[src/design/aarm_pkg.sv]
`default_nettype none

package aarm_pkg;

  localparam int FRAC_BITS = 14;

  localparam int ANG_W = 16;
  localparam int AX_W  = 16;
  localparam int OUT_W = 16;
  localparam int N_ENTRY = 9;

  // angle in degrees with 6 fractional bits
  localparam int RED_W = ANG_W + 2;
  localparam logic signed [RED_W-1:0] DEG_FULL    = RED_W'(23040);
  localparam logic signed [RED_W-1:0] DEG_HALF    = RED_W'(11520);
  localparam logic signed [RED_W-1:0] DEG_QUARTER = RED_W'(5760);
  localparam logic signed [RED_W-1:0] DEG_THREEQ  = RED_W'(17280);

  // cordic datapath
  localparam int CORDIC_STEPS = 16;
  localparam int XW = 34;
  localparam int ZW = 26;
  localparam int ATAN_W = 23;
  localparam logic signed [XW-1:0] CORDIC_X0 = XW'(652032874);

  // arctangent of 2^-i in degrees, 16 fractional bits
  localparam logic [ATAN_W-1:0] ATAN_DEG16 [CORDIC_STEPS] = '{
    ATAN_W'(2949120), ATAN_W'(1740967), ATAN_W'(919879), ATAN_W'(466945),
    ATAN_W'(234379),  ATAN_W'(117304),  ATAN_W'(58666),  ATAN_W'(29335),
    ATAN_W'(14668),   ATAN_W'(7334),    ATAN_W'(3667),   ATAN_W'(1833),
    ATAN_W'(917),     ATAN_W'(458),     ATAN_W'(229),    ATAN_W'(115)
  };

  localparam int SUM_W = 64;
  localparam int ONE_Q30_SHIFT = 30;

  typedef struct packed {
    logic signed [AX_W-1:0] z;
    logic signed [AX_W-1:0] y;
    logic signed [AX_W-1:0] x;
  } axis_t;

endpackage

`default_nettype wire

[src/design/aarm_cordic.sv]
`default_nettype none

module aarm_cordic (
  input  wire logic                            clk_i,
  input  wire logic                            rst_ni,
  input  wire logic                            in_valid_i,
  output      logic                            in_ready_o,
  input  wire logic signed [aarm_pkg::ZW-1:0]  z_i,
  input  wire logic                            neg_i,
  input  wire aarm_pkg::axis_t                 axis_i,
  output      logic                            out_valid_o,
  input  wire logic                            out_ready_i,
  output      logic signed [aarm_pkg::XW-1:0]  x_o,
  output      logic signed [aarm_pkg::XW-1:0]  y_o,
  output      logic                            neg_o,
  output      aarm_pkg::axis_t                 axis_o
);

  localparam int NS = aarm_pkg::CORDIC_STEPS;

  logic [NS-1:0]                     valid_q;
  logic [NS-1:0]                     en;
  logic signed [aarm_pkg::XW-1:0]    x_q [NS];
  logic signed [aarm_pkg::XW-1:0]    y_q [NS];
  logic signed [aarm_pkg::ZW-1:0]    z_q [NS];
  logic                              neg_q [NS];
  aarm_pkg::axis_t                   axis_q [NS];

  for (genvar k = 0; k < NS; k++) begin : g_stage
    logic signed [aarm_pkg::XW-1:0] xp, yp, x_d, y_d;
    logic signed [aarm_pkg::ZW-1:0] zp, z_d, at;
    logic                           np, vp;
    aarm_pkg::axis_t                ap;

    if (k == 0) begin : g_first
      assign xp = aarm_pkg::CORDIC_X0;
      assign yp = '0;
      assign zp = z_i;
      assign np = neg_i;
      assign ap = axis_i;
      assign vp = in_valid_i;
    end else begin : g_next
      assign xp = x_q[k-1];
      assign yp = y_q[k-1];
      assign zp = z_q[k-1];
      assign np = neg_q[k-1];
      assign ap = axis_q[k-1];
      assign vp = valid_q[k-1];
    end

    if (k == NS - 1) begin : g_last
      assign en[k] = !valid_q[k] || out_ready_i;
    end else begin : g_mid
      assign en[k] = !valid_q[k] || en[k+1];
    end

    assign at = $signed({{(aarm_pkg::ZW - aarm_pkg::ATAN_W){1'b0}}, aarm_pkg::ATAN_DEG16[k]});

    // one micro-rotation, direction from the residual angle
    always_comb begin
      if (zp >= 0) begin
        x_d = xp - (yp >>> k);
        y_d = yp + (xp >>> k);
        z_d = zp - at;
      end else begin
        x_d = xp + (yp >>> k);
        y_d = yp - (xp >>> k);
        z_d = zp + at;
      end
    end

    always_ff @(posedge clk_i or negedge rst_ni) begin
      if (!rst_ni) begin
        valid_q[k] <= 1'b0;
      end else if (en[k]) begin
        valid_q[k] <= vp;
      end
    end

    always_ff @(posedge clk_i) begin
      if (en[k]) begin
        x_q[k]    <= x_d;
        y_q[k]    <= y_d;
        z_q[k]    <= z_d;
        neg_q[k]  <= np;
        axis_q[k] <= ap;
      end
    end
  end

  assign in_ready_o  = en[0];
  assign out_valid_o = valid_q[NS-1];
  assign x_o         = x_q[NS-1];
  assign y_o         = y_q[NS-1];
  assign neg_o       = neg_q[NS-1];
  assign axis_o      = axis_q[NS-1];

endmodule

`default_nettype wire

[config.mk]
export PLATFORM = sky130hd
export DESIGN_NAME = aarm_cordic
export DESIGN_NICKNAME = d
export VERILOG_FILES = /design/src/design/aarm_pkg.sv /design/src/design/aarm_cordic.sv
export SDC_FILE = /design/constraint.sdc
export NUM_CORES = 2
export LEC_CHECK = 0
export BUFFER_PORTS_ARGS = -buffer_cell sky130_fd_sc_hd__clkbuf_2
export CELL_PAD_IN_SITES_DETAIL_PLACEMENT = 1
export CELL_PAD_IN_SITES_GLOBAL_PLACEMENT = 2
export CORE_AREA = 4 4 571 573
export DETAILED_ROUTE_END_ITERATION = 8
export DIE_AREA = 0 0 575 577
export PLACE_DENSITY = 0.85
export SETUP_SLACK_MARGIN = 0.15
export SLEW_MARGIN = 30
export SYNTH_ARGS = -nofsm -noshare
export SYNTH_HDL_FRONTEND = slang
export SYNTH_SLANG_ARGS = --single-unit
export TNS_END_PERCENT = 50
[constraint.sdc]
create_clock -name clk_i -period 13.47 [get_ports clk_i]
set_input_delay 0.6735 -clock clk_i [delete_from_list [all_inputs] [get_ports clk_i]]
set_output_delay 0.6735 -clock clk_i [all_outputs]
set_load 0.1 [all_outputs]
==> impl_metrics.prom <==
# TYPE chip_impl_metric gauge
chip_impl_info{name="outcome",value="finished clean"} 1
chip_impl_metric{name="io_buffer_count",unit=""} 197
chip_impl_metric{name="syn_to_final_growth",unit="%"} 10.4
chip_impl_metric{name="worstPathRequired",unit="ps"} 12800
chip_impl_metric{name="clock_latency",unit="ps"} 980
chip_impl_metric{name="number_of_cells_produced_by_synthesis",unit=""} 13000
chip_impl_info{name="hold-path-endpoint",value="z_q[0][16]"} 1
chip_impl_metric{name="clk_pin_slew",unit="ps"} 60
chip_impl_metric{name="post_synth_num_cell_types",unit=""} 89
chip_impl_metric{name="initial_antenna_violation_count",unit=""} 6
chip_impl_metric{name="detailed_route_wire_length_per_cell",unit="um"} 22.5
chip_impl_metric{name="synth_top_cell_area_share",unit="%"} 45.8
chip_impl_metric{name="route.final.wire_length",unit="um"} 402000
chip_impl_metric{name="number_of_global_route_vias_before_repair",unit=""} 108000
chip_impl_info{name="worst_setup_path_start_kind",value="flip-flop"} 1
chip_impl_metric{name="final_layout_size_suffix_gt1_share",unit="%"} 5.95
chip_impl_metric{name="grt.total_usage",unit="%"} 23.6
chip_impl_metric{name="met1_usage",unit="%"} 29.2
chip_impl_metric{name="cts.htree.levels",unit=""} 4
chip_impl_info{name="yosysMostFrequentCell",value="edfxtp_1"} 1
chip_impl_info{name="synth_top_cells_by_count",value="2,144 x edfxtp_1, 1,307 x ha_1, 1,156 x xnor2_1, 1,053 x a21oi_1, 963 x nor2_1"} 1
chip_impl_metric{name="clock_tree.buffer_depth",unit=""} 4
chip_impl_info{name="endpoint_of_the_lowest_slack_register_to_register_path",value="x_q[3][98]"} 1
chip_impl_metric{name="cts_hold_buf",unit=""} 67
chip_impl_metric{name="layout_min_cycle_time",unit="ps"} 7360
chip_impl_info{name="cts-root-buf",value="clkbuf_16"} 1
chip_impl_metric{name="top_level_ports",unit=""} 198
chip_impl_metric{name="setup_total_negative_slack",unit="ps"} 0
chip_impl_metric{name="post-cts-setup-buffers",unit=""} 0
chip_impl_metric{name="synthesis.yosys.warnings",unit=""} 0
chip_impl_metric{name="ys_ff_latch",unit=""} 2160
chip_impl_metric{name="slew_headroom",unit="%"} 32.7
chip_impl_info{name="cp-end-kind",value="output pin"} 1
chip_impl_info{name="cp-startpoint",value="out_valid_o"} 1
chip_impl_metric{name="dieArea",unit="um^2"} 332000
chip_impl_metric{name="min_delay_path_depth",unit=""} 2
chip_impl_metric{name="global_route.overflow_total",unit=""} 0
chip_impl_metric{name="worst_clock_skew",unit="ps"} 131
chip_impl_metric{name="drtPass1Iterations",unit=""} 5
chip_impl_info{name="setup.worst_path.class",value="reg -> out"} 1
chip_impl_metric{name="tritoncts.num_buffers",unit=""} 234
chip_impl_metric{name="pin_count_of_the_biggest_net_entering_global_routing",unit=""} 86
chip_impl_info{name="worst_r2r_startpoint",value="z_q[1][155]"} 1
chip_impl_metric{name="grt_pass1_wl",unit="um"} 631000
chip_impl_metric{name="setup.reg_to_reg.worst_slack",unit="ps"} 6710
chip_impl_metric{name="r2r.worst_path.cells",unit=""} 23
chip_impl_info{name="rsz0062_at_grt",value="false"} 1
chip_impl_metric{name="critPathMaxFanout",unit=""} 79
chip_impl_metric{name="total_standard_cell_area_after_synthesis",unit="um^2"} 140000
chip_impl_metric{name="chipWidth",unit="um"} 575
chip_impl_metric{name="finalHoldViolations",unit=""} 0
chip_impl_metric{name="detail_route.iter0.violations",unit=""} 5821
chip_impl_metric{name="dpl.hpwl",unit="um"} 305000
chip_impl_info{name="synth_top_cell_by_area",value="edfxtp_1"} 1
chip_impl_metric{name="worst-slew-pin-transition",unit="ps"} 985
chip_impl_metric{name="route.vias.total",unit=""} 103000
chip_impl_metric{name="dieHeight",unit="um"} 577
chip_impl_metric{name="global_route.usage.met2",unit="%"} 43.8
chip_impl_metric{name="timing.max_cap.violations",unit=""} 0
chip_impl_info{name="grt.busiest_layer",value="met2"} 1
chip_impl_info{name="hp-start",value="z_i[16]"} 1
chip_impl_metric{name="layout_worst_path_cycle_share",unit="%"} 54.7
chip_impl_metric{name="final_nets",unit=""} 14800
chip_impl_metric{name="place_congestion",unit=""} 0.905
chip_impl_info{name="tritoncts_clock_tree",value="yes"} 1
chip_impl_metric{name="timing.final.setup_violations",unit=""} 0
chip_impl_metric{name="async_reset_ff_share",unit="%"} 0.741
chip_impl_metric{name="initial_core_util",unit="%"} 43.8
chip_impl_metric{name="num_rows",unit=""} 208
chip_impl_metric{name="post_cts_repair_resize_count",unit=""} 0
chip_impl_metric{name="cts_num_sinks",unit=""} 2160
chip_impl_metric{name="detail_route.drc_violations",unit=""} 0
chip_impl_metric{name="timing.critical_path.arrival",unit="ps"} 6690
chip_impl_info{name="most_area_consuming_cells_after_synthesis",value="edfxtp_1 46%, ha_1 12%, xnor2_1 7.2%, a21oi_1 3.8%, xor2_1 3.6%"} 1
chip_impl_metric{name="synth_edf_count",unit=""} 2144
chip_impl_metric{name="ys_seq_area_share",unit="%"} 46.1
chip_impl_metric{name="drt.antenna.violating_nets",unit=""} 0
chip_impl_metric{name="globalRouteMet3Util",unit="%"} 2.13
chip_impl_info{name="primary_ff_master_synth",value="edfxtp_1"} 1
chip_impl_metric{name="detail_route.vias_per_cell",unit=""} 5.73
chip_impl_metric{name="report.final.slew_viol_count",unit=""} 0
chip_impl_metric{name="fmax",unit="MHz"} 136
chip_impl_info{name="hp-class",value="in -> reg"} 1
chip_impl_metric{name="placeableCoreArea",unit="um^2"} 321000
chip_impl_metric{name="syn_nets",unit=""} 14500
chip_impl_metric{name="mean_syn_cell_area",unit="um^2"} 10.8
==> worst max-delay path by stage <==
stage	depth (start not counted)	slack, ps	end
floorplan	9	220	axis_q[0][0]
global placement	23	6940	x_q[1][100]
detailed placement	13	6920	in_ready_o
CTS	12	5940	in_ready_o
global route	12	5680	in_ready_o
finish	12	6110	in_ready_o
==> layout by cell type (no fill, tap or decap), types with 79 or more instances in the layout <==
cell type  instances
nand2_1          712
and3_1           129
inv_1            566
o31ai_1          187
nor3_1           324
o21bai_1         154
nand4_1           79
a211oi_1         103
clkbuf_16        235
edfxtp_1        2144
o21a_1           190
nor2b_1          175
nand2b_1         256
nor4_1           130
a21oi_1         1053
clkbuf_2         197
or3_1            116
nor2_1           951
nand3_1          222
ha_1            1307
xnor2_1         1156
a21o_1           509
o21ai_0          691
xor2_1           574
a31oi_1          118
==> routing by layer <==
| layer | wire length (um) | vias up |
|---|---|---|
| met2 | 209000 | 1600 |
| met3 | 11000 | 572 |
| met1 | 170000 | 51100 |
| met4 | 12100 | 2 |
| li1 | - | 49300 |
| met5 | 13 | - |
==> sequential cells by signal, indices dropped and copies added, names as in the netlist <==
signal       flops
g_stage.vp      15
y_q            511
neg_q           16
out_valid_o      1
z_q            365
x_q            484
axis_q         768
==> critical path: stages, from the launching register on <==
cell and delay (ps):
dfrtp_1 380, nor2b_1 470, and3_1 460, and3_1 450, inv_6 280, nor2_1 560
and3_1 520, nand3_4 100, buf_4 420, nor2_1 870, nand4_1 280, buf_6 380
clkbuf_2 480
==> through the flow <==
stage	setup WS [ps]	util [%]	instances	hold slack (ps)	area, um^2
after floorplan	222	-	13000	378	140000
after global placement	6940	45.7	17400	401	146000
after detailed placement	6920	45.7	17400	405	147000
after CTS	5940	48.3	17900	18.7	155000
after global routing	5680	48.4	17900	59.4	155000
final	6110	48.4	17900	83.5	155000
==> area by class of cell <==
cell class | count | area (um^2)
antenna | 6 | 15.0
clock buffer | 280 | 6110
clock inverter | 150 | 1710
fill | 34700 | 166000
inverter | 579 | 2200
multi-input combinational | 10100 | 72800
sequential | 2160 | 64800
tap | 4305 | 5390
timing repair buffer | 322 | 2140
==> kinds of logic after synthesis <==
logic type               count (synthesis)  synth area share (%)
adder cells (fa/ha/maj)               1353                  12.3
AO/OA/AOI/OAI                         3512                  16.0
XOR/XNOR                              1731                  10.8
flip-flops                            2160                  46.1
buffers and inverters                  783                  2.22
AND/OR/NAND/NOR                       3437                  12.1
multiplexers                            67                 0.509
Power is not shown: default switching activity piles up to over one toggle a cycle in this logic, so the estimate is an artifact.
