===== config.mk =====
export PLATFORM = sky130hd
export DESIGN_NAME = aarm_reduce
export DESIGN_NICKNAME = d
export VERILOG_FILES = /design/src/design/aarm_pkg.sv /design/src/design/aarm_reduce.sv
export SDC_FILE = /design/constraint.sdc
export NUM_CORES = 1
export LEC_CHECK = 0
export BUFFER_PORTS_ARGS = -buffer_cell sky130_fd_sc_hd__buf_2
export CORE_MARGIN = 3
export CORE_UTILIZATION = 48
export DETAILED_ROUTE_END_ITERATION = 10
export HOLD_SLACK_MARGIN = 0.06
export PLACE_DENSITY = 0.8
export SKIP_CTS_REPAIR_TIMING = 1
export SYNTH_ARGS = -nofsm -noshare
export SYNTH_HDL_FRONTEND = slang
export SYNTH_SLANG_ARGS = --single-unit

===== constraint.sdc =====
create_clock -name clk_i -period 3.4 [get_ports clk_i]
set_input_delay 0.68 -clock clk_i [delete_from_list [all_inputs] [get_ports clk_i]]
set_output_delay 0.68 -clock clk_i [all_outputs]
set_load 0.005 [all_outputs]

===== src/design/aarm_pkg.sv =====
`default_nettype none

package aarm_pkg;

  localparam int FRAC_BITS = 14;

  localparam int ANG_W = 16;
  localparam int AX_W  = 16;
  localparam int OUT_W = 16;
  localparam int N_ENTRY = 9;

  // angle in degrees with 6 fractional bits
  localparam int RED_W = ANG_W + 2;
  localparam logic signed [RED_W-1:0] DEG_FULL    = RED_W'(23040);
  localparam logic signed [RED_W-1:0] DEG_HALF    = RED_W'(11520);
  localparam logic signed [RED_W-1:0] DEG_QUARTER = RED_W'(5760);
  localparam logic signed [RED_W-1:0] DEG_THREEQ  = RED_W'(17280);

  // cordic datapath
  localparam int CORDIC_STEPS = 16;
  localparam int XW = 34;
  localparam int ZW = 26;
  localparam int ATAN_W = 23;
  localparam logic signed [XW-1:0] CORDIC_X0 = XW'(652032874);

  // arctangent of 2^-i in degrees, 16 fractional bits
  localparam logic [ATAN_W-1:0] ATAN_DEG16 [CORDIC_STEPS] = '{
    ATAN_W'(2949120), ATAN_W'(1740967), ATAN_W'(919879), ATAN_W'(466945),
    ATAN_W'(234379),  ATAN_W'(117304),  ATAN_W'(58666),  ATAN_W'(29335),
    ATAN_W'(14668),   ATAN_W'(7334),    ATAN_W'(3667),   ATAN_W'(1833),
    ATAN_W'(917),     ATAN_W'(458),     ATAN_W'(229),    ATAN_W'(115)
  };

  localparam int SUM_W = 64;
  localparam int ONE_Q30_SHIFT = 30;

  typedef struct packed {
    logic signed [AX_W-1:0] z;
    logic signed [AX_W-1:0] y;
    logic signed [AX_W-1:0] x;
  } axis_t;

endpackage

`default_nettype wire


===== src/design/aarm_reduce.sv =====
`default_nettype none

module aarm_reduce (
  input  wire logic                              clk_i,
  input  wire logic                              rst_ni,
  input  wire logic                              in_valid_i,
  output      logic                              in_ready_o,
  input  wire logic signed [aarm_pkg::ANG_W-1:0] angle_i,
  input  wire aarm_pkg::axis_t                   axis_i,
  output      logic                              out_valid_o,
  input  wire logic                              out_ready_i,
  output      logic signed [aarm_pkg::ZW-1:0]    z_o,
  output      logic                              neg_o,
  output      aarm_pkg::axis_t                   axis_o
);

  logic                                 valid_q;
  logic                                 en;
  logic signed [aarm_pkg::RED_W-1:0]    a_ext, r_mod, r_fold;
  logic                                 neg_d;
  logic signed [aarm_pkg::ZW-1:0]       z_d;
  logic signed [aarm_pkg::ZW-1:0]       z_q;
  logic                                 neg_q;
  aarm_pkg::axis_t                      axis_q;

  assign en         = !valid_q || out_ready_i;
  assign in_ready_o = en;

  // reduce into one turn, then fold into [-90,90] degrees
  always_comb begin
    a_ext = aarm_pkg::RED_W'(angle_i);
    if (a_ext < 0) begin
      r_mod = a_ext + aarm_pkg::DEG_FULL;
      if (r_mod < 0) begin
        r_mod = r_mod + aarm_pkg::DEG_FULL;
      end
    end else if (a_ext >= aarm_pkg::DEG_FULL) begin
      r_mod = a_ext - aarm_pkg::DEG_FULL;
    end else begin
      r_mod = a_ext;
    end
    neg_d = 1'b0;
    if (r_mod >= aarm_pkg::DEG_THREEQ) begin
      r_fold = r_mod - aarm_pkg::DEG_FULL;
    end else if (r_mod > aarm_pkg::DEG_QUARTER) begin
      r_fold = aarm_pkg::DEG_HALF - r_mod;
      neg_d  = 1'b1;
    end else begin
      r_fold = r_mod;
    end
    z_d = aarm_pkg::ZW'(r_fold) <<< 10;
  end

  always_ff @(posedge clk_i or negedge rst_ni) begin
    if (!rst_ni) begin
      valid_q <= 1'b0;
    end else if (en) begin
      valid_q <= in_valid_i;
    end
  end

  always_ff @(posedge clk_i) begin
    if (en) begin
      z_q    <= z_d;
      neg_q  <= neg_d;
      axis_q <= axis_i;
    end
  end

  assign out_valid_o = valid_q;
  assign z_o         = z_q;
  assign neg_o       = neg_q;
  assign axis_o      = axis_q;

endmodule

`default_nettype wire


==> results of run 1 <==
## state kept, by name (all words and copies together) (netlist names)
| signal | cells |
|---|---|
| out_valid_o | 1 |
| neg_o | 1 |
| z_o | 16 |
| axis_o | 48 |
## layout make-up
cell class | count | area [um^2] | share of cell area
tap | 96 | 120.1 | 0.02533
sequential | 66 | 1977 | 0.4169
clock inverter | 5 | 55.05 | 0.01161
multi-input combinational | 178 | 1345 | 0.2836
timing repair buffer | 184 | 1059 | 0.2232
clock buffer | 11 | 131.4 | 0.02770
inverter | 10 | 55.05 | 0.01161
## worst max-delay path, cell delays in order
cell and delay (ns):
buf_2 0.15, inv_12 0.06, ha_4 0.12, or4b_4 0.47
and4b_2 0.31, a21oi_2 0.05, o311ai_4 0.28, ha_2 0.21
nand2_1 0.04, a21o_1 0.17, a31oi_2 0.22, o211a_4 0.24
nor2_4 0.05, mux2_4 0.29
## per-layer routing
| layer | part of all wire | vias up | track usage |
|---|---|---|---|
| met5 | 0 | - | 0 |
| met4 | 0.020 | 0 | 0.08291 |
| met3 | 0.065 | 13 | 0.04351 |
| met2 | 0.54 | 149 | 0.4319 |
| met1 | 0.37 | 1358 | 0.2362 |
| li1 | - | 1353 | - |
## cells by family (layout without fill, tap and decap cells)
group,after synthesis,after routing,synth area share
AOI/OAI and AO/OA,58,58,0.1348
DFF,66,66,0.5805
buffers and inverters,29,210,0.04629
adders and majority gates,11,11,0.04041
muxes,5,5,0.01616
other,1,10,0.001101
and+or+nand+nor,80,80,0.1425
xor gates and xnor gates,14,14,0.03821
## worst min path at each step
stage | endpoint | slack (ns) | cells after the start
2_1_floorplan | out_valid_o | 0.38 | 0
5_1_grt | out_valid_o | 0.09 | 1
6_report | out_valid_o | 0.12 | 1
3_3_place_gp | out_valid_o | 0.46 | 1
3_5_place_dp | out_valid_o | 0.46 | 1
4_1_cts | out_valid_o | 0.1 | 1
## placed cells by master, fill, tap and decap left out, drive strengths merged, types with 3 or more instances in the layout
master | netlist | routed
buf | 14 | 184
edfxtp | 65 | 65
nor2 | 12 | 12
nor3 | 12 | 12
nand2 | 11 | 11
ha | 11 | 11
clkbuf | 5 | 11
conb | 1 | 10
a21oi | 10 | 10
inv | 10 | 10
xor2 | 8 | 8
o21ai | 7 | 7
nand3 | 7 | 7
nand2b | 7 | 7
xnor2 | 6 | 6
a31oi | 6 | 6
nor2b | 5 | 5
and2 | 5 | 5
a211oi | 5 | 5
o22ai | 4 | 4
mux2 | 4 | 4
or2 | 3 | 3
o211ai | 3 | 3
clkinv | 0 | 3
## report_power, final
| group | switching [mW] | internal [mW] |
|---|---|---|
| clock network | 0.277 | 0.337 |
| logic | 0.251 | 0.241 |
| registers | 0.0211 | 0.999 |
| total | 0.549 | 1.58 |
==> impl_metrics.yaml, run 1 <==
hold_path:
  hold_path_class: "input pin to async pin"
floorplan:
  die_w_um: 90.24
  die_y_um: 90.24
  fp-row-count: 30
  fp.dieArea_um2: 8142
  start_util: 0.4985
  core_area_um2: 6832
  ios: 145
clocking:
  clock_latency_ns: 0.32
  cts_buffers: 9
  cts.sinks: 66
  cts-htree-levels: 3
  clk_pin_slew_ns: 0.07
  cts_buffer_depth: 2
  root_buffer: "clkbuf_8"
  cts_tree: "built"
worst_setup_path:
  cp.arrival_ns: 3.34
  crit_fanout: 4
  path_class: "input pin to flop"
  cp-end-kind: "flop"
  r2r_slack_ns: 1.85
  ff2ff_path_depth: 2
  critPathRequiredTime_ns: 3.48
  crit_start: "angle_i[1]"
  critical_path.endpoint: "z_o[11]"
  cp-start-kind: "input pin"
  r2r_end: "z_o[13]"
  reg2reg_from: "out_valid_o"
pwr:
  leakagePower_nw: 2.071
  powerDensity_nw_per_um2: 448.2
  total_power_mw: 2.125
  vdd_ir_drop_max_v: 0.0001903
cells_and_area:
  area_delta_synth_final_pct: 39.24
  fin_util: 0.6941
  nets: 528
  drive_gt1_frac: 0.5088
  diodes: 0
  final_cell_area_um2: 4742
  n_fill_cell: 501
  finalNonFillerCells: 550
run_status:
  outcome: "finished clean"
sta:
  max-slew-margin-rel: 0.4679
  rsz0062_at_grt: "false"
  fmax_ghz: 0.3066
  finalClockSkew_ns: 0.005693
  tightest_slew_ns: 0.7982
  layout_worst_path_cycle_share: 0.9592
  setup_viol: 0
  final_hold_viol_count: 0
  min_period_ns: 3.261
  tns_ns: 0
  finalMaxSlewViolations: 0
  layout_setup_ws_ns: 0.1387
  holdWs_ns: 0.1189
yosys:
  netlist.top_cell.by_area: "edfxtp_1"
  avgSynthCellArea_um2: 12.90
  ys_seq_area_frac: 0.5805
  synth.most_common_cell: "edfxtp_1"
  netlist_instances: 264
  synth_edf_count: 65
  synth_top_flop_cell: "edfxtp_1"
  synth_area_um2: 3406
  async_flop_share: 0.01515
  yosys-top-cells-area: "edfxtp_1, ha_1, buf_4, xor2_1, nor3_2"
  ys_ff_latch: 66
  synth_common_cells: "edfxtp_1, ha_1, nand2_1, nor2_1"
  yosysTopAreaCellShare: 0.5731
  synth_cell_types: 67
  yosysWarnings: 0
grt:
  grt_pass1_wl_um: 14290
  grt_max_degree: 67
  grt_pass1_vias: 2817
  antenna_found_initial: 0
  overflow: 0
  grt_usage: 0.2231
placement:
  io_buffers: 134
  placed_area_um2: 4542
  pre_cts_ws_ns: -0.3493
  dpl.hpwl_um: 6888
  gp_congestion: 0.8569
  dp_cells: 534
run:
  cap_violations: 0
drt:
  via_per_inst: 5.224
  wl_um: 9052
  drt-initial-drc-count: 193
  wl_per_cell_um: 16.46
  antenna_left: 0
  num_vias: 2873
  first_pass_iters: 4
  drc: 0
Note: power is estimated with default switching activity, not from simulation.
==> inputs of run 2 (changes only) <==
--- a/config.mk
+++ b/config.mk
@@ -7,10 +7,10 @@
 export LEC_CHECK = 0
 export BUFFER_PORTS_ARGS = -buffer_cell sky130_fd_sc_hd__buf_2
 export CORE_MARGIN = 3
-export CORE_UTILIZATION = 48
+export CORE_UTILIZATION = 50
 export DETAILED_ROUTE_END_ITERATION = 10
 export HOLD_SLACK_MARGIN = 0.06
-export PLACE_DENSITY = 0.8
+export PLACE_DENSITY = 0.83
 export SKIP_CTS_REPAIR_TIMING = 1
 export SYNTH_ARGS = -nofsm -noshare
 export SYNTH_HDL_FRONTEND = slang
==> constraint.sdc (replaced) <==
create_clock -name clk_i -period 4.2 [get_ports clk_i]
set_input_delay 0.84 -clock clk_i [delete_from_list [all_inputs] [get_ports clk_i]]
set_output_delay 0.84 -clock clk_i [all_outputs]
set_load 0.005 [all_outputs]
==> impl_metrics.yaml, run 2 (same netlist as run 1, synthesis figures left out) <==
run_status:
  outcome: "finished clean"
drt:
  via_per_inst: 5.447
  wl_um: 8323
  wl_met2_um: 4434
  wl_met1_um: 3056
  routed.top_layer: "met4"
  wl_met3_um: 714
  wl_per_cell_um: 16.92
  drt-initial-drc-count: 179
  drc: 0
  antenna_left: 0
  first_pass_iters: 4
  num_vias: 2680
floorplan:
  fp-row-count: 29
  start_util: 0.5273
  ios: 145
  die_y_um: 88.53
  die_w_um: 88.53
  core_area_um2: 6459
  fp.dieArea_um2: 7838
clocking:
  cts_buffer_depth: 2
  cts_buffers: 9
  cts-htree-levels: 3
  cts_tree: "built"
  clock_latency_ns: 0.32
  cts.sinks: 66
  root_buffer: "clkbuf_8"
  clk_pin_slew_ns: 0.07
sta:
  final_hold_viol_count: 0
  rsz0062_at_grt: "false"
  setup_viol: 0
  tightest_slew_ns: 0.7947
  finalClockSkew_ns: 0.004714
  finalMaxSlewViolations: 0
  layout_setup_ws_ns: 0.4683
  fmax_ghz: 0.2680
  holdWs_ns: 0.2804
  layout_worst_path_cycle_share: 0.8885
  tns_ns: 0
  min_period_ns: 3.732
  max-slew-margin-rel: 0.4702
cells_and_area:
  finalNonFillerCells: 492
  fin_util: 0.6705
  final_common_cell: "buf_2"
  nets: 490
  final_cell_mix: "buf_2, edfxtp_1, buf_4"
  area_delta_synth_final_pct: 27.15
  diodes: 0
  final_cell_area_um2: 4330
  largest_register_ffs: 48
  drive_gt1_frac: 0.4434
grt:
  overflow: 0
  grt_pass1_vias: 2473
  grt_pass1_wl_um: 12170
  grt_max_degree: 67
  grt_usage: 0.2040
  antenna_found_initial: 0
worst_setup_path:
  critPathRequiredTime_ns: 4.27
  crit_path_frequent_cell: "ha_1"
  cp_slowest_cell: "or4b_4"
  crit_family: "simple AND/OR/NAND/NOR gates"
  cp-end-kind: "flop"
  reg2reg_from: "out_valid_o"
  path_buf_inv: 3
  path_class: "input pin to flop"
  crit_fanout: 8
  cp.arrival_ns: 3.80
  worstPathCellList: "buf_2 -> inv_1 -> ha_1 -> or4b_4 -> nand4b_1 -> nand4_1 -> o311ai_4 -> ha_1 -> nand2_1 -> a21o_1 -> a31oi_1 -> o211a_1 -> buf_4 -> a211oi_2 -> xor2_1"
  ff2ff_path_depth: 2
  r2r_end: "axis_o[8]"
  cp-start-kind: "input pin"
  critPathMaxStageDelay_ns: 0.50
  r2r_slack_ns: 2.69
placement:
  io_buffers: 134
  dpl.hpwl_um: 6614
  placed_area_um2: 4179
  dp_cells: 477
  gp_congestion: 0.8998
  pre_cts_ws_ns: 0.1625
pwr:
  vdd_ir_drop_max_v: 0.0001411
  total_power_mw: 1.580
  powerDensity_nw_per_um2: 364.8
  leakagePower_nw: 1.865
run:
  cap_violations: 0
hold_path:
  hold_path_class: "input pin to async pin"
-- run 2: cell type report --
type                            instances  area, um^2
Clock buffer                           11       131.4
Clock inverter                          4       20.02
Fill cell                             476        2128
Inverter                               10       37.54
Multi-Input combinational cell        178        1308
Sequential cell                        66        1977
Tap cell                               77       96.34
Timing Repair Buffer                  146       760.7
-- run 2: worst max path at each step --
stage               startpoint      end  cells past startpoint
global route        angle_i[1]  z_o[13]                     15
floorplan           angle_i[0]  z_o[11]                     14
detailed placement  angle_i[0]  z_o[14]                     15
CTS                 angle_i[0]  z_o[14]                     15
finish              angle_i[0]  z_o[14]                     15
global placement    angle_i[0]  z_o[14]                     15
-- run 2: routing by layer --
layer / up-vias / global-route usage
li1: 1283 / -
met1: 1257 / 0.2258
met2: 129 / 0.3773
met3: 11 / 0.05493
met4: 0 / 0.06731
met5: - / 0
-- run 2: report_power, final --
group          total [mW]  switching, mW  internal (mW)
combinational       0.348          0.191          0.157
clock               0.408          0.202          0.206
sequential          0.824         0.0151          0.809
total                1.58          0.409           1.17
-- run 2: worst register-to-register path: cells and delay by family (launching register included) --
family	cells	cell delay, ns
buffers and inverters	1	0.63
flip-flops	1	0.39
AND/OR/NAND/NOR	1	0.08
==> inputs of run 3 (changes only) <==
--- a/config.mk
+++ b/config.mk
@@ -6,7 +6,7 @@
 export NUM_CORES = 1
 export LEC_CHECK = 0
 export BUFFER_PORTS_ARGS = -buffer_cell sky130_fd_sc_hd__buf_2
-export CORE_MARGIN = 3
+export CORE_MARGIN = 2
 export CORE_UTILIZATION = 50
 export DETAILED_ROUTE_END_ITERATION = 10
 export HOLD_SLACK_MARGIN = 0.06
==> impl_metrics.yaml, run 3 (same netlist as run 1, synthesis figures left out) <==
run_status:
  outcome: "finished clean"
grt:
  met3_usage: 0.04381
  gr-usage-met2: 0.4035
  antenna_found_initial: 0
  grt_pass1_wl_um: 12460
  busiest_layer: "met2"
  grt_max_degree: 67
  overflow: 0
  grtUsageMet1: 0.2301
  grt_pass1_vias: 2568
  grt_usage: 0.2148
worst_setup_path:
  cp.arrival_ns: 3.78
  reg2reg_from: "out_valid_o"
  critPathRequiredTime_ns: 4.26
  critPathMaxStageDelay_ns: 0.50
  cp-start-kind: "input pin"
  r2r_slack_ns: 2.67
  cp_slowest_cell: "or4b_4"
  crit_start: "angle_i[0]"
  crit_path_frequent_cell: "ha_1"
  crit_fanout: 7
  cp-end-kind: "flop"
  r2r_end: "z_o[10]"
  path_buf_inv: 3
  crit_family: "simple AND/OR/NAND/NOR gates"
  path_class: "input pin to flop"
  ff2ff_path_depth: 2
  worstPathCellList: "buf_2 -> inv_1 -> ha_1 -> or4b_4 -> and4b_2 -> nor3_1 -> xnor2_2 -> ha_1 -> nand2_1 -> a21o_1 -> a31oi_1 -> o211a_1 -> buf_4 -> nor3_2 -> xor2_1"
floorplan:
  die_w_um: 86.53
  fp-row-count: 30
  die_y_um: 86.53
  start_util: 0.5097
  core_area_um2: 6681
  fp.dieArea_um2: 7487
  ios: 145
placement:
  gp_congestion: 0.9217
  dpl.hpwl_um: 6415
  pre_cts_ws_ns: 0.1248
  io_buffers: 134
pwr:
  total_power_mw: 1.661
  vdd_ir_drop_max_v: 0.0002040
  leakagePower_nw: 1.867
  powerDensity_nw_per_um2: 382.1
clocking:
  cts-htree-levels: 3
  cts_buffers: 9
  clock_latency_ns: 0.32
  cts.sinks: 66
  cts_buffer_depth: 2
  clk_pin_slew_ns: 0.07
  root_buffer: "clkbuf_8"
  cts_tree: "built"
cells_and_area:
  final_common_cell: "buf_2"
  final_cell_mix: "buf_2, edfxtp_1, nand2_1, nor2_1, ha_1"
  seqCellArea_um2: 1977
  drive_gt1_frac: 0.4466
  nets: 486
  diodes: 0
  largest_register_ffs: 48
  n_fill_cell: 479
  area_delta_synth_final_pct: 27.59
  multi_input_area_um2: 1308
drt:
  via_per_inst: 5.459
  num_vias: 2686
  antenna_left: 0
  wl_per_cell_um: 16.63
  drc: 0
  drt-initial-drc-count: 145
  wl_um: 8184
  first_pass_iters: 5
sta:
  finalClockSkew_ns: 0.005992
  max-slew-margin-rel: 0.4807
  final_hold_viol_count: 0
  min_period_ns: 3.720
  tns_ns: 0
  layout_worst_path_cycle_share: 0.8858
  finalMaxSlewViolations: 0
  rsz0062_at_grt: "false"
  tightest_slew_ns: 0.7790
  setup_viol: 0
  fmax_ghz: 0.2688
  layout_setup_ws_ns: 0.4796
hold_path:
  hold_path_class: "input pin to async pin"
run:
  cap_violations: 0
run 3: layout make-up:
| type | instances | area share |
|---|---|---|
| tap | 80 | 0.02303 |
| sequential | 66 | 0.4549 |
| multi-input combinational | 178 | 0.3009 |
| clock inverter | 7 | 0.01584 |
| inverter | 10 | 0.008638 |
| timing repair buffer | 142 | 0.1682 |
| clock buffer | 9 | 0.02851 |
run 3: worst max-delay path by stage:
stage	endpoint	depth (start not counted)	slack (ns)
global route	z_o[15]	15	0.30
finish	z_o[15]	15	0.48
detailed placement	z_o[13]	15	0.12
floorplan	z_o[11]	14	0.32
CTS	z_o[13]	15	0.48
global placement	z_o[14]	15	0.25
run 3: layer usage:
layer  vias to the layer above  wire [um]
li1                       1273          -
met1                      1262       2890
met2                       135       4438
met3                        16        630
met4                         0        225
met5                         -          0
run 3: power by group:
group / internal [mW] / switching [mW] / leakage [nW]
sequential: 0.808 / 0.0152 / 0.665
clock: 0.273 / 0.224 / 0.0970
combinational: 0.150 / 0.190 / 1.11
run 3: through the flow:
stage | util | hold WS, ns | instances | cell area [um^2]
after floorplan | - | 0.5444 | 273 | 3440
after global placement | 0.6215 | 0.6155 | 476 | 4153
after detailed placement | 0.6215 | 0.6241 | 476 | 4153
after CTS | 0.6504 | 0.2677 | 492 | 4345
after global routing | 0.6504 | 0.2628 | 492 | 4345
final | 0.6504 | 0.2852 | 492 | 4345
